`config.mk`:
```
export PLATFORM = sky130hd
export DESIGN_NAME = joint_setpoint_mode_sequencer
export DESIGN_NICKNAME = d
export VERILOG_FILES = /design/src/hw/rtl/jsms_pkg.sv /design/src/hw/rtl/joint_setpoint_mode_sequencer.sv /design/src/hw/rtl/jsms_div.sv
export SDC_FILE = /design/constraint.sdc
export NUM_CORES = 2
export LEC_CHECK = 0
export ABC_AREA = 1
export BUFFER_PORTS_ARGS = -buffer_cell sky130_fd_sc_hd__buf_2
export CAP_MARGIN = 20
export CELL_PAD_IN_SITES_DETAIL_PLACEMENT = 0
export CELL_PAD_IN_SITES_GLOBAL_PLACEMENT = 1
export CORE_UTILIZATION = 32
export CTS_CLUSTER_DIAMETER = 60
export DETAILED_ROUTE_END_ITERATION = 8
export PLACE_DENSITY = 0.61
export SLEW_MARGIN = 20
export SYNTH_ARGS = -nofsm -noshare
export SYNTH_HDL_FRONTEND = slang
export SYNTH_HIERARCHICAL = 1
export SYNTH_SLANG_ARGS = --single-unit
```
`constraint.sdc`:
```
create_clock -name clk -period 7.3 [get_ports clk]
set_input_delay 2.19 -clock clk [delete_from_list [all_inputs] [get_ports clk]]
set_output_delay 2.19 -clock clk [all_outputs]
set_load 0.02 [all_outputs]
```
`src/hw/rtl/jsms_pkg.sv`:
```
// ----------------------------------------------------------------------------
// jsms_pkg - shared definitions for the joint setpoint mode sequencer
// Field widths, function and command codes, mode codes, register indexes,
// reset values and the divider result bundle.
// ----------------------------------------------------------------------------
`default_nettype none

package jsms_pkg;

  localparam int JOINT_COUNT_DEF = 30;

  localparam int JIDX_W     = 5;
  localparam int POS_W      = 16;
  localparam int ACT_W      = 18;
  localparam int CFG_IDX_W  = 2;
  localparam int CFG_DATA_W = 16;

  // input function codes
  localparam logic [1:0] FUNC_MEAS = 2'd0;
  localparam logic [1:0] FUNC_ACT  = 2'd1;
  localparam logic [1:0] FUNC_DEF  = 2'd2;
  localparam logic [1:0] FUNC_TICK = 2'd3;

  // tick commands
  localparam logic [1:0] CMD_NONE = 2'd0;
  localparam logic [1:0] CMD_STOP = 2'd1;
  localparam logic [1:0] CMD_RAMP = 2'd2;
  localparam logic [1:0] CMD_RUN  = 2'd3;

  // modes
  localparam logic [1:0] MODE_STOP = 2'd0;
  localparam logic [1:0] MODE_RAMP = 2'd1;
  localparam logic [1:0] MODE_RUN  = 2'd2;

  // configuration register indexes
  localparam logic [CFG_IDX_W-1:0] CFG_RAMP_TICKS    = 2'd0;
  localparam logic [CFG_IDX_W-1:0] CFG_POLICY_PERIOD = 2'd1;
  localparam logic [CFG_IDX_W-1:0] CFG_ACTION_SCALE  = 2'd2;

  localparam logic [15:0] RAMP_TICKS_RST    = 16'd1000;
  localparam logic [7:0]  POLICY_PERIOD_RST = 8'd10;
  localparam logic [15:0] ACTION_SCALE_RST  = 16'd1024;

  // +/-100.0 in Q8.10
  localparam logic signed [ACT_W-1:0] ACT_LIMIT     = 18'sd102400;
  localparam logic signed [ACT_W-1:0] ACT_LIMIT_NEG = -18'sd102400;

  // ramp divider: 32-bit dividend, 16-bit divisor, quotient below 2^16
  localparam int DIV_NUM_W = 32;
  localparam int DIV_DEN_W = 16;
  localparam int DIV_STEPS = 16;
  localparam int DIV_CNT_W = $clog2(DIV_STEPS);

  typedef struct packed {
    logic                 done;
    logic [DIV_DEN_W-1:0] quo;
  } div_res_t;

endpackage

`default_nettype wire

```
`src/hw/rtl/joint_setpoint_mode_sequencer.sv`:
```
// ----------------------------------------------------------------------------
// joint_setpoint_mode_sequencer - per-joint setpoint sequencer
// Stores measured, default and action values per joint; on each control
// tick applies the mode command and emits one desired position per joint
// (stop: hold measured, ramp: interpolate start to default, run: default
// plus scaled action; once disabled: hold the last desired position).
//
//   channel  | handshake            | payload
//   ---------+----------------------+---------------------------------------
//   config   | cfg_valid/cfg_ready  | cfg_index, cfg_data
//   input    | in_valid/in_ready    | func, joint_index, position, action,
//            |                      | command, disable_req
//   output   | out_valid/out_ready  | out_joint, desired_pos, mode,
//            |                      | policy_due, disabled, last_joint
//
// A load beat for a joint in range is written straight into its store. A tick
// is accepted in idle and then walks the joints one at a time (read, multiply,
// magnitude, finish, emit), with the 16-step ramp divider run between magnitude
// and finish while a ramp is in progress. in_ready is low for the whole walk.
// A full output register stalls the walk until out_ready.
// Reset (rst, synchronous) clears the stores through per-entry valid bits;
// there is no clearing pass. Config is always ready.
// ----------------------------------------------------------------------------
`default_nettype none

module joint_setpoint_mode_sequencer import jsms_pkg::*; #(
  parameter int JOINT_COUNT = JOINT_COUNT_DEF
) (
  input  logic                        clk,
  input  logic                        rst,

  input  logic                        cfg_valid,
  output logic                        cfg_ready,
  input  logic [CFG_IDX_W-1:0]        cfg_index,
  input  logic [CFG_DATA_W-1:0]       cfg_data,

  input  logic                        in_valid,
  output logic                        in_ready,
  input  logic [1:0]                  func,
  input  logic [JIDX_W-1:0]           joint_index,
  input  logic signed [POS_W-1:0]     position,
  input  logic signed [ACT_W-1:0]     action,
  input  logic [1:0]                  command,
  input  logic                        disable_req,

  output logic                        out_valid,
  input  logic                        out_ready,
  output logic [JIDX_W-1:0]           out_joint,
  output logic signed [POS_W-1:0]     desired_pos,
  output logic [1:0]                  mode,
  output logic                        policy_due,
  output logic                        disabled,
  output logic                        last_joint
);

  localparam int IDX_W = (JOINT_COUNT > 1) ? $clog2(JOINT_COUNT) : 1;

  typedef enum logic [2:0] {
    S_IDLE,
    S_READ,
    S_MUL,
    S_MAG,
    S_DIVGO,
    S_DIVWAIT,
    S_FIN,
    S_EMIT
  } state_t;

  function automatic logic signed [POS_W-1:0] sat16(input logic signed [25:0] v);
    logic signed [POS_W-1:0] r;
    if (v > 26'sd32767)       r = 16'sh7FFF;
    else if (v < -26'sd32768) r = 16'sh8000;
    else                      r = v[POS_W-1:0];
    return r;
  endfunction

  // configuration
  logic [15:0] ramp_ticks;
  logic [7:0]  policy_period;
  logic [15:0] act_gain;

  // sequencer state
  state_t                  state;
  logic [IDX_W-1:0]        idx;
  logic [1:0]              mode_reg;
  logic [15:0]             ramp_count;
  logic [7:0]              step_phase;
  logic                    disable_latch;
  logic                    due_reg;
  logic                    copy_pend;
  logic signed [34:0]      prod;
  logic [33:0]             mag;
  logic                    neg;
  logic signed [POS_W-1:0] base;
  logic signed [POS_W-1:0] res_val;

  // per-joint stores
  logic signed [POS_W-1:0] meas_mem  [JOINT_COUNT];
  logic signed [POS_W-1:0] start_mem [JOINT_COUNT];
  logic signed [POS_W-1:0] def_mem   [JOINT_COUNT];
  logic signed [ACT_W-1:0] act_mem   [JOINT_COUNT];
  logic signed [POS_W-1:0] des_mem   [JOINT_COUNT];
  logic [JOINT_COUNT-1:0]  meas_vld;
  logic [JOINT_COUNT-1:0]  start_vld;
  logic [JOINT_COUNT-1:0]  def_vld;
  logic [JOINT_COUNT-1:0]  act_vld;
  logic [JOINT_COUNT-1:0]  des_vld;

  logic signed [POS_W-1:0] rd_meas;
  logic signed [POS_W-1:0] rd_start;
  logic signed [POS_W-1:0] rd_def;
  logic signed [ACT_W-1:0] rd_act;
  logic signed [POS_W-1:0] rd_des;

  // output register
  logic                    out_valid_r;
  logic [JIDX_W-1:0]       out_joint_r;
  logic signed [POS_W-1:0] desired_r;
  logic [1:0]              mode_r;
  logic                    due_r;
  logic                    dis_r;
  logic                    last_r;

  // input side
  logic                    in_fire;
  logic                    tick_fire;
  logic                    ld_fire;
  logic [IDX_W-1:0]        ld_addr;
  logic signed [ACT_W-1:0] act_clip;

  // tick command
  logic [1:0]              mode_next;
  logic                    enter_ramp;
  logic                    enter_run;
  logic                    latch_next;
  logic [15:0]             rc_base;
  logic [15:0]             rc_inc;
  logic [15:0]             ramp_count_next;
  logic [7:0]              phase_base;
  logic [7:0]              per;
  logic [8:0]              phase_inc;
  logic [7:0]              phase_wrap;
  logic                    run_active;
  logic [7:0]              step_phase_next;
  logic                    due_next;

  // datapath
  logic                    ramp_done;
  logic                    last_idx;
  logic signed [POS_W-1:0] start_eff;
  logic signed [16:0]      diff;
  logic signed [17:0]      mul_a;
  logic signed [16:0]      mul_b;
  logic [34:0]             prod_abs;
  logic                    div_start;
  logic [DIV_NUM_W-1:0]    div_num;
  div_res_t                div_res;
  logic signed [17:0]      ramp_off;
  logic signed [25:0]      ramp_sum;
  logic [33:0]             rnd;
  logic signed [25:0]      run_off;
  logic signed [25:0]      run_sum;
  logic signed [POS_W-1:0] fin_val;

  assign cfg_ready = 1'b1;
  assign in_ready  = (state == S_IDLE);
  assign in_fire   = in_valid && in_ready;
  assign tick_fire = in_fire && (func == FUNC_TICK);
  assign ld_fire   = in_fire && (func != FUNC_TICK) &&
                     ({2'b00, joint_index} < 7'(JOINT_COUNT));
  assign ld_addr   = IDX_W'(joint_index);

  always_comb begin
    if (action > ACT_LIMIT)          act_clip = ACT_LIMIT;
    else if (action < ACT_LIMIT_NEG) act_clip = ACT_LIMIT_NEG;
    else                             act_clip = action;
  end

  // ---- configuration registers ----
  always_ff @(posedge clk) begin
    if (rst) begin
      ramp_ticks    <= RAMP_TICKS_RST;
      policy_period <= POLICY_PERIOD_RST;
      act_gain      <= ACTION_SCALE_RST;
    end else if (cfg_valid && cfg_ready) begin
      unique case (cfg_index)
        CFG_RAMP_TICKS:    ramp_ticks    <= cfg_data;
        CFG_POLICY_PERIOD: policy_period <= cfg_data[7:0];
        CFG_ACTION_SCALE:  act_gain      <= cfg_data;
        default: ;
      endcase
    end
  end

  // ---- tick command decode ----
  always_comb begin
    enter_ramp = (command == CMD_RAMP) && (mode_reg == MODE_STOP);
    enter_run  = (command == CMD_RUN) && (mode_reg == MODE_RAMP);
    unique case (command)
      CMD_STOP: mode_next = MODE_STOP;
      CMD_RAMP: mode_next = enter_ramp ? MODE_RAMP : mode_reg;
      CMD_RUN:  mode_next = enter_run ? MODE_RUN : mode_reg;
      default:  mode_next = mode_reg;
    endcase
    latch_next = disable_latch | disable_req;

    rc_base         = enter_ramp ? 16'd0 : ramp_count;
    rc_inc          = (rc_base != 16'hFFFF) ? rc_base + 16'd1 : rc_base;
    ramp_count_next = (!latch_next && mode_next == MODE_RAMP) ? rc_inc : rc_base;

    phase_base      = enter_run ? 8'd0 : step_phase;
    per             = (policy_period == 8'd0) ? 8'd1 : policy_period;
    phase_inc       = {1'b0, phase_base} + 9'd1;
    phase_wrap      = (phase_inc >= {1'b0, per}) ? 8'd0 : phase_inc[7:0];
    run_active      = !latch_next && (mode_next == MODE_RUN);
    step_phase_next = run_active ? phase_wrap : phase_base;
    due_next        = run_active && (phase_base == 8'd0);
  end

  // ---- datapath ----
  assign ramp_done = ramp_count >= ramp_ticks;
  assign last_idx  = (idx == IDX_W'(JOINT_COUNT - 1));

  always_comb begin
    start_eff = copy_pend ? rd_meas : rd_start;
    diff      = {rd_def[POS_W-1], rd_def} - {start_eff[POS_W-1], start_eff};
    // shared multiplier: ramp distance times count, or action times gain
    if (mode_reg == MODE_RUN) begin
      mul_a = rd_act;
      mul_b = {1'b0, act_gain};
    end else begin
      mul_a = {diff[16], diff};
      mul_b = {1'b0, ramp_count};
    end
    prod_abs = prod[34] ? 35'(-prod) : 35'(prod);

    div_start = (state == S_DIVGO);
    div_num   = mag[DIV_NUM_W-1:0] + {17'd0, ramp_ticks[15:1]};

    ramp_off = neg ? -$signed({2'b00, div_res.quo}) : $signed({2'b00, div_res.quo});
    ramp_sum = 26'(base) + 26'(ramp_off);

    rnd     = mag + 34'd512;
    run_off = neg ? -$signed({2'b00, rnd[33:10]}) : $signed({2'b00, rnd[33:10]});
    run_sum = 26'(rd_def) + run_off;

    if (disable_latch) begin
      fin_val = rd_des;
    end else begin
      unique case (mode_reg)
        MODE_STOP: fin_val = rd_meas;
        MODE_RAMP: fin_val = ramp_done ? rd_def : sat16(ramp_sum);
        MODE_RUN:  fin_val = sat16(run_sum);
        default:   fin_val = rd_des;
      endcase
    end
  end

  jsms_div u_div (
    .clk   (clk),
    .rst   (rst),
    .start (div_start),
    .num   (div_num),
    .den   (ramp_ticks),
    .res   (div_res)
  );

  // ---- per-joint stores ----
  always_ff @(posedge clk) begin
    if (ld_fire) begin
      case (func)
        FUNC_MEAS: meas_mem[ld_addr] <= position;
        FUNC_ACT:  act_mem[ld_addr]  <= act_clip;
        FUNC_DEF:  def_mem[ld_addr]  <= position;
        default: ;
      endcase
    end
    if (state == S_MUL && copy_pend) start_mem[idx] <= rd_meas;
    if (state == S_FIN && !disable_latch) des_mem[idx] <= fin_val;
    if (state == S_READ) begin
      rd_meas  <= meas_vld[idx]  ? meas_mem[idx]  : '0;
      rd_start <= start_vld[idx] ? start_mem[idx] : '0;
      rd_def   <= def_vld[idx]   ? def_mem[idx]   : '0;
      rd_act   <= act_vld[idx]   ? act_mem[idx]   : '0;
      rd_des   <= des_vld[idx]   ? des_mem[idx]   : '0;
    end
  end

  always_ff @(posedge clk) begin
    if (rst) begin
      meas_vld  <= '0;
      start_vld <= '0;
      def_vld   <= '0;
      act_vld   <= '0;
      des_vld   <= '0;
    end else begin
      if (ld_fire) begin
        case (func)
          FUNC_MEAS: meas_vld[ld_addr] <= 1'b1;
          FUNC_ACT:  act_vld[ld_addr]  <= 1'b1;
          FUNC_DEF:  def_vld[ld_addr]  <= 1'b1;
          default: ;
        endcase
      end
      if (state == S_MUL && copy_pend) start_vld[idx] <= 1'b1;
      if (state == S_FIN && !disable_latch) des_vld[idx] <= 1'b1;
    end
  end

  // ---- sequencer ----
  always_ff @(posedge clk) begin
    if (rst) begin
      state         <= S_IDLE;
      idx           <= '0;
      mode_reg      <= MODE_STOP;
      ramp_count    <= '0;
      step_phase    <= '0;
      disable_latch <= 1'b0;
      due_reg       <= 1'b0;
      copy_pend     <= 1'b0;
      out_valid_r   <= 1'b0;
      dis_r         <= 1'b0;
    end else begin
      // drop the beat once taken, unless the next one loads in its place
      if (out_valid_r && out_ready && state != S_EMIT) out_valid_r <= 1'b0;
      unique case (state)
        S_IDLE: begin
          if (tick_fire) begin
            mode_reg      <= mode_next;
            ramp_count    <= ramp_count_next;
            step_phase    <= step_phase_next;
            disable_latch <= latch_next;
            due_reg       <= due_next;
            copy_pend     <= enter_ramp;
            idx           <= '0;
            state         <= S_READ;
          end
        end
        S_READ: begin
          state <= S_MUL;
        end
        S_MUL: begin
          prod  <= mul_a * mul_b;
          base  <= start_eff;
          state <= S_MAG;
        end
        S_MAG: begin
          mag <= prod_abs[33:0];
          neg <= prod[34];
          if (!disable_latch && mode_reg == MODE_RAMP && !ramp_done) begin
            state <= S_DIVGO;
          end else begin
            state <= S_FIN;
          end
        end
        S_DIVGO: begin
          state <= S_DIVWAIT;
        end
        S_DIVWAIT: begin
          if (div_res.done) state <= S_FIN;
        end
        S_FIN: begin
          res_val <= fin_val;
          state   <= S_EMIT;
        end
        S_EMIT: begin
          // hold until the output register is free
          if (!out_valid_r || out_ready) begin
            out_valid_r <= 1'b1;
            out_joint_r <= JIDX_W'(idx);
            desired_r   <= res_val;
            mode_r      <= mode_reg;
            due_r       <= due_reg;
            dis_r       <= disable_latch;
            last_r      <= last_idx;
            if (last_idx) begin
              state <= S_IDLE;
            end else begin
              idx   <= idx + 1'b1;
              state <= S_READ;
            end
          end
        end
        default: state <= S_IDLE;
      endcase
    end
  end

  assign out_valid   = out_valid_r;
  assign out_joint   = out_joint_r;
  assign desired_pos = desired_r;
  assign mode        = mode_r;
  assign policy_due  = due_r;
  assign disabled    = dis_r;
  assign last_joint  = last_r;

endmodule

`default_nettype wire

```
`src/hw/rtl/jsms_div.sv`:
```
// ----------------------------------------------------------------------------
// jsms_div - iterative unsigned divider
// Restoring division, one quotient bit per cycle. The caller guarantees
// that the quotient fits in DIV_STEPS bits, so the top half of the dividend
// seeds the partial remainder.
// ----------------------------------------------------------------------------
`default_nettype none

module jsms_div import jsms_pkg::*; (
  input  logic                 clk,
  input  logic                 rst,
  input  logic                 start,
  input  logic [DIV_NUM_W-1:0] num,
  input  logic [DIV_DEN_W-1:0] den,
  output div_res_t             res
);

  logic                 busy;
  logic                 done;
  logic [DIV_CNT_W-1:0] cnt;
  logic [DIV_DEN_W-1:0] rem;
  logic [DIV_DEN_W-1:0] qs;
  logic [DIV_DEN_W:0]   rem_sh;
  logic [DIV_DEN_W:0]   rem_sub;
  logic                 fits;

  always_comb begin
    rem_sh  = {rem, qs[DIV_DEN_W-1]};
    fits    = rem_sh >= {1'b0, den};
    rem_sub = rem_sh - {1'b0, den};
  end

  always_ff @(posedge clk) begin
    if (rst) begin
      busy <= 1'b0;
      done <= 1'b0;
      cnt  <= '0;
    end else begin
      done <= 1'b0;
      if (start) begin
        rem  <= num[DIV_NUM_W-1:DIV_NUM_W-DIV_DEN_W];
        qs   <= num[DIV_DEN_W-1:0];
        cnt  <= '0;
        busy <= 1'b1;
      end else if (busy) begin
        rem <= fits ? rem_sub[DIV_DEN_W-1:0] : rem_sh[DIV_DEN_W-1:0];
        qs  <= {qs[DIV_DEN_W-2:0], fits};
        cnt <= cnt + 1'b1;
        if (cnt == DIV_CNT_W'(DIV_STEPS - 1)) begin
          busy <= 1'b0;
          done <= 1'b1;
        end
      end
    end
  end

  assign res.done = done;
  assign res.quo  = qs;

endmodule

`default_nettype wire

```
Word-level counts from Yosys, hierarchy flattened
Memories as Yosys holds them, arrays and structs flattened. A register that Yosys moved wholly into a read port is not among the register bits.
Index checks and enable logic that the tools add are counted.
{"block": "word_totals", "memories": 5, "reg_bits": 394, "inputBits": 67, "ramBits": 2460}
{"block": "op_classes", "magnitude_cmp": 14, "addsub": 13, "reduce_logical": 52, "n_mul": 1, "eq_ne": 28, "muxes": 74, "bitwise": 8}
{"name": "act_mem", "depth": 30, "word_bits": 18, "rd": 1, "rd_clocked_by_memory_dff": 1, "wr": 1, "line_no": "joint_setpoint_mode_sequencer.sv:101", "source": "logic signed [ACT_W-1:0] act_mem [JOINT_COUNT];"}
{"name": "def_mem", "depth": 30, "word_bits": 16, "rd": 1, "rd_clocked_by_memory_dff": 1, "wr": 1, "line_no": "joint_setpoint_mode_sequencer.sv:100", "source": "logic signed [POS_W-1:0] def_mem [JOINT_COUNT];"}
{"name": "des_mem", "depth": 30, "word_bits": 16, "rd": 1, "rd_clocked_by_memory_dff": 1, "wr": 1, "line_no": "joint_setpoint_mode_sequencer.sv:102", "source": "logic signed [POS_W-1:0] des_mem [JOINT_COUNT];"}
{"name": "meas_mem", "depth": 30, "word_bits": 16, "rd": 1, "rd_clocked_by_memory_dff": 1, "wr": 1, "line_no": "joint_setpoint_mode_sequencer.sv:98", "source": "logic signed [POS_W-1:0] meas_mem [JOINT_COUNT];"}
{"name": "start_mem", "depth": 30, "word_bits": 16, "rd": 1, "rd_clocked_by_memory_dff": 1, "wr": 1, "line_no": "joint_setpoint_mode_sequencer.sv:99", "source": "logic signed [POS_W-1:0] start_mem [JOINT_COUNT];"}
{"cell": "$mux W16", "count": 16}
{"cell": "$or A30 B30 Y30", "count": 5}
{"cell": "$mux W18", "count": 4}
{"cell": "$pmux W16 S3", "count": 1}
{"cell": "$mul A18 B17 Y35", "count": 1}
{"cell": "$add A34 B10 Y34 const B", "count": 1}
{"cell": "$mux W34", "count": 1}
{"cell": "$neg A34 Y34", "count": 1}
{"cell": "$add A32 B15 Y32", "count": 1}
{"cell": "$mux W8", "count": 4}
{"cell": "$mux W1", "count": 28}
{"cell": "$add A16 B26 Y26", "count": 1}
{"cell": "$gt A26 B16 Y1 const B", "count": 1}
{"cell": "$lt A26 B16 Y1 const B", "count": 1}
{"cell": "$mux W26", "count": 1}
{"cell": "$neg A24 Y26", "count": 1}
{"cell": "$bmux W1 S5", "count": 5}
{"cell": "$pmux W3 S8", "count": 1}
{"cell": "$reduce_and A2 Y1", "count": 12}
{"cell": "$add A16 B18 Y19", "count": 1}
{"cell": "$gt A19 B16 Y1 const B", "count": 1}
{"cell": "$lt A19 B16 Y1 const B", "count": 1}
{"cell": "$gt A18 B18 Y1 const B", "count": 1}
{"cell": "$lt A18 B18 Y1 const B", "count": 1}
{"cell": "43 further kinds", "count": 99}

Depth between registers and ports, before layout
{"block": "depth", "depth_word": 9, "mapped_depth": 45}

Hierarchy
Netlist, hierarchy kept.
{"module": "joint_setpoint_mode_sequencer", "cells_each": 11347, "n_inst": 1, "area_each_um2": 130781.7}
{"module": "jsms_div", "cells_each": 428, "n_inst": 1, "area_each_um2": 3089.2}

Worst setup path after synthesis
OpenSTA, ideal clock, no wires.
{"block": "synth_path", "path_type": "register -> register", "start": "register rd_meas[1] (read register of meas_mem)", "end": "register prod[31] (data pin)", "slack_ps": -628, "setup_ps": 259, "arrival_time_ps": 7669, "period_less_slack_ps": 7928, "path_stages_with_launch": 40, "path_buffers": 2, "path_cell_list": "edfxtp_1 -> or2_2 -> o21ai_0 -> fa_1 -> nand3_1 -> nand3_1 -> nand4_1 -> nand2_1 -> nand2_1 -> nand2_1 -> a21oi_1 -> o21ai_0 -> nand2_1 -> nand3_1 -> o211ai_1 -> nand2_1 -> nand2_1 -> clkbuf_1 -> [4 not listed] -> clkbuf_1 -> xnor2_1 -> xor2_1 -> fa_1 -> fa_1 -> inv_1 -> fa_1 -> inv_1 -> ha_1 -> nand2_1 -> nor4_1 -> nand3_1 -> nand3_1 -> nand3_1 -> nand2_1 -> nand3_1 -> nand2_1 -> xor2_1"}
{"block": "synth_via", "elab_chain_cells": 4}
{"item": "start: declaration", "line_no": "joint_setpoint_mode_sequencer.sv:109", "source": "logic signed [POS_W-1:0] rd_meas;"}
{"item": "$mux W16", "line_no": "joint_setpoint_mode_sequencer.sv:225", "source": "start_eff = copy_pend ? rd_meas : rd_start;"}
{"item": "$sub A16 B16 Y17", "line_no": "joint_setpoint_mode_sequencer.sv:226", "source": "diff = {rd_def[POS_W-1], rd_def} - {start_eff[POS_W-1], start_eff};"}
{"item": "$mux W18", "line_no": "joint_setpoint_mode_sequencer.sv:228", "source": "if (mode_reg == MODE_RUN) begin"}
{"item": "$mul A18 B17 Y35", "line_no": "joint_setpoint_mode_sequencer.sv:343", "source": "prod <= mul_a * mul_b;"}
{"item": "end signal: assignment", "line_no": "joint_setpoint_mode_sequencer.sv:343"}
{"item": "end: declaration", "line_no": "joint_setpoint_mode_sequencer.sv:91", "source": "logic signed [34:0] prod;"}
Every way passes these cells.
A chain may end at the register's enable or synchronous reset.

Worst setup path after layout
{"block": "layout_path", "start": "register copy_pend", "end": "register prod[34] (data pin)"}
{"block": "layout_via", "elab_chain_cells": 4}
{"item": "start: declaration", "line_no": "joint_setpoint_mode_sequencer.sv:90", "source": "logic copy_pend;"}
{"item": "start signal: assignment", "line_no": "joint_setpoint_mode_sequencer.sv:334", "source": "copy_pend <= enter_ramp;"}
{"item": "$mux W16", "line_no": "joint_setpoint_mode_sequencer.sv:225"}
{"item": "net start_eff[0]", "line_no": "joint_setpoint_mode_sequencer.sv:150", "source": "logic signed [POS_W-1:0] start_eff;"}
{"item": "$sub A16 B16 Y17", "line_no": "joint_setpoint_mode_sequencer.sv:226"}
{"item": "$mux W18", "line_no": "joint_setpoint_mode_sequencer.sv:228"}
{"item": "$mul A18 B17 Y35", "line_no": "joint_setpoint_mode_sequencer.sv:343"}
The timed path passes the listed nets, and every way through them passes these cells.

==> results.yml <==
placed_design:
  gp_congestion: 0.860
  placed_cells: 17277
  placed_cell_area_um2: 144000
  port_buffers: 94
  dp_hpwl_mm: 270
  dp_slack_ns: -0.573
final_layout:
  finalInstanceArea_um2: 156000
  largest_reg_flops: 540
  areaGrowthSynthToFinish_pct: 16.6
  finalNonFillerCells: 17943
  final_nets: 12754
  drive_gt1_frac: 0.136
  nFillCells: 40614
  largest_register: "act_mem"
timing:
  rsz0062_at_grt: "true"
  hold_viol_final: 0
  holdWs_ns: 0.411
  tightest_slew_ns: 1.11
  period_needed_ns: 7.50
  post-route-period-util: 1.03
  drv_slew: 0
  timing.final.ws_setup_ns: -0.196
  clock_skew_ns: 0.0971
  max_freq_mhz: 133
  slew_headroom: 0.262
  setup_violations: 11
cts:
  cts_tree: "done"
  cts_buffers: 329
  cts_sinks: 2936
  root_buffer: "clkbuf_16"
  htreeDepth: 5
  clk_pin_slew_worst_paths_ns: 0.06
  clockBufferDepth: 4
  clock_latency_ns: 0.98
critical_path:
  crit_buf_inv: 8
  cp_common_cell: "fa_1"
  crit_family: "adder cells"
  worst-setup-path-type: "reg2reg"
  r2r-start: "copy_pend"
  arrival_ns: 8.12
  end_kind: "flip-flop"
  rrSetupSlack_ns: -0.20
  cp_slowest_cell: "fa_1"
  crit_fanout: 6
  max_stage_delay_ns: 0.57
  cp-start-kind: "flip-flop"
  crit_path_start: "copy_pend"
  worstPathRequired_ns: 7.93
global_routing:
  grt_overflow: 0
  grt_pass1_vias: 88111
  grtUsageTotal: 0.200
  grt_first_pass_wirelength_mm: 626
  antenna_found_initial: 24
  grt_max_degree: 181
yosys:
  ys_top_cells_by_area: "edfxtp_1 61%, nor2_1 5.5%, o21ai_0 5.3%"
  ys_types: 63
  yosys_warnings: 6
  syn_area_um2: 134000
  synth_seq_cells: 2936
  synth.most_common_cell: "edfxtp_1"
  synth_top_flop_cell: "edfxtp_1"
  synth_edf_count: 2701
  synth.avg_cell_area_um2: 11.4
  syn-instance-count: 11775
  synth_nets: 12354
  async_reset_ff_frac: 0
  synthTopCellsByCount: "2701 x edfxtp_1, 1968 x nor2_1, 1430 x o21ai_0"
  ys_seq_area_frac: 0.641
  synth_top_area_share: 0.606
  synth_area_leader_cell: "edfxtp_1"
min_path:
  min_path_type: "reg2reg"
  hp-start: "res_val[3]"
routing:
  routed_wirelength_mm: 435
  drc: 0
  wl_met2_mm: 201
  drt_first_pass_iters: 6
  ant_nets: 0
  dr.max_layer_used: "met5"
  viasPerCell: 5.13
  drt-met1-wl_mm: 197
  wl_met3_mm: 24.7
  initialDrtViolationCount: 8502
  avgRoutedWirePerCell_um: 24.2
  vias: 92021
floorplan:
  rows: 237
  dieArea_um2: 421000
  core_area_um2: 417000
  start_util: 0.321
  fp.dieW_um: 649
  die_y_um: 649
  io-pin-count: 96
job:
  drv_cap: 0
run_status:
  outcome: "complete, but fails checks"
  violations: "negative setup slack"
pwr:
  vdd.ir_drop.worst_v: 0.000178
  leakage_nw: 55.9
  powerDensity_nw_per_um2: 250
cell type report:
class,count,area [um2],share of cell area
sequential,2936,85800,0.550
multi-input combinational,7216,43700,0.280
clock buffer,409,8700,0.0558
tap,5497,6880,0.0441
timing repair buffer,685,5350,0.0343
inverter,1007,3820,0.0245
clock inverter,187,1720,0.0110
antenna,6,15.0,0.0000962
report_power, final:
group	total (mW)	leakage [nW]	switching (mW)	internal, mW
Sequential	18.6	26.3	0.0683	18.6
Combinational	4.21	24.5	2.92	1.29
Clock	16.1	5.08	6.96	9.17
Total	39.0	55.9	9.95	29.0
metal layers:
metal  vias up  GRT usage
li1      42308          -
met1     46433      0.283
met2      2686      0.324
met3       584     0.0254
met4        10     0.0503
met5         -          0
cell usage in the layout, fill, tap and decap left out, types with 23 or more instances in the layout:
cell type	n
nor2_4	64
or2_2	27
nand3b_1	25
clkbuf_16	335
a221oi_1	50
nand4_1	95
inv_2	45
nand3_1	177
nor2_2	130
xor2_1	122
xnor2_1	66
o22ai_1	587
buf_12	29
nor2_1	1805
clkinv_1	81
buf_4	546
ha_4	23
mux2i_1	47
dfxtp_1	232
a22o_1	136
buf_2	92
nand3_2	33
o21a_1	109
clkbuf_1	70
o21ai_0	1395
ha_1	196
edfxtp_1	2701
clkinv_2	53
a21oi_1	284
o21ai_1	38
fa_1	275
nand2_1	1129
inv_1	941
nor3_1	63
nand2_2	71
a21oi_2	30
repair_timing:
| item | in CTS | in global routing |
|---|---|---|
| buffers inserted | 40 | 31 |
| setup endpoints to repair | 18 | 23 |
| resized for setup | 72 | 172 |
| pin swaps | 42 | 105 |
| hold buffers | 0 | 0 |
worst paths after layout:
check,cells after the start,endpoint
setup / recovery,41,prod[34]
hold reg to reg,0,desired_pos[3]
hold / removal,0,desired_pos[3]
setup reg to reg,41,prod[34]
stage by stage:
step	TNS, ns	total power [mW]	utilization
6_report	-1.11	39.0	0.375
5_1_grt	-6.88	40.2	0.374
4_1_cts	-3.39	39.1	0.372
3_5_place_dp	-6.34	23.0	0.346
3_3_place_gp	-5.43	23.0	0.346
2_1_floorplan	-0.140	21.3	-
kinds of logic (layout without fill, tap and decap cells):
logic type / Yosys count / in the layout / share of synthesized area
simple gates: 3692 / 3692 / 0.113
flops: 2936 / 2936 / 0.641
compound gates: 2771 / 2771 / 0.119
buf+inv: 1623 / 2288 / 0.0465
fa+ha+maj: 512 / 512 / 0.0643
xor+xnor: 193 / 193 / 0.0126
mux: 47 / 47 / 0.00351
other cells: 1 / 7 / 0.0000280
(Power assumes the default switching activity.)
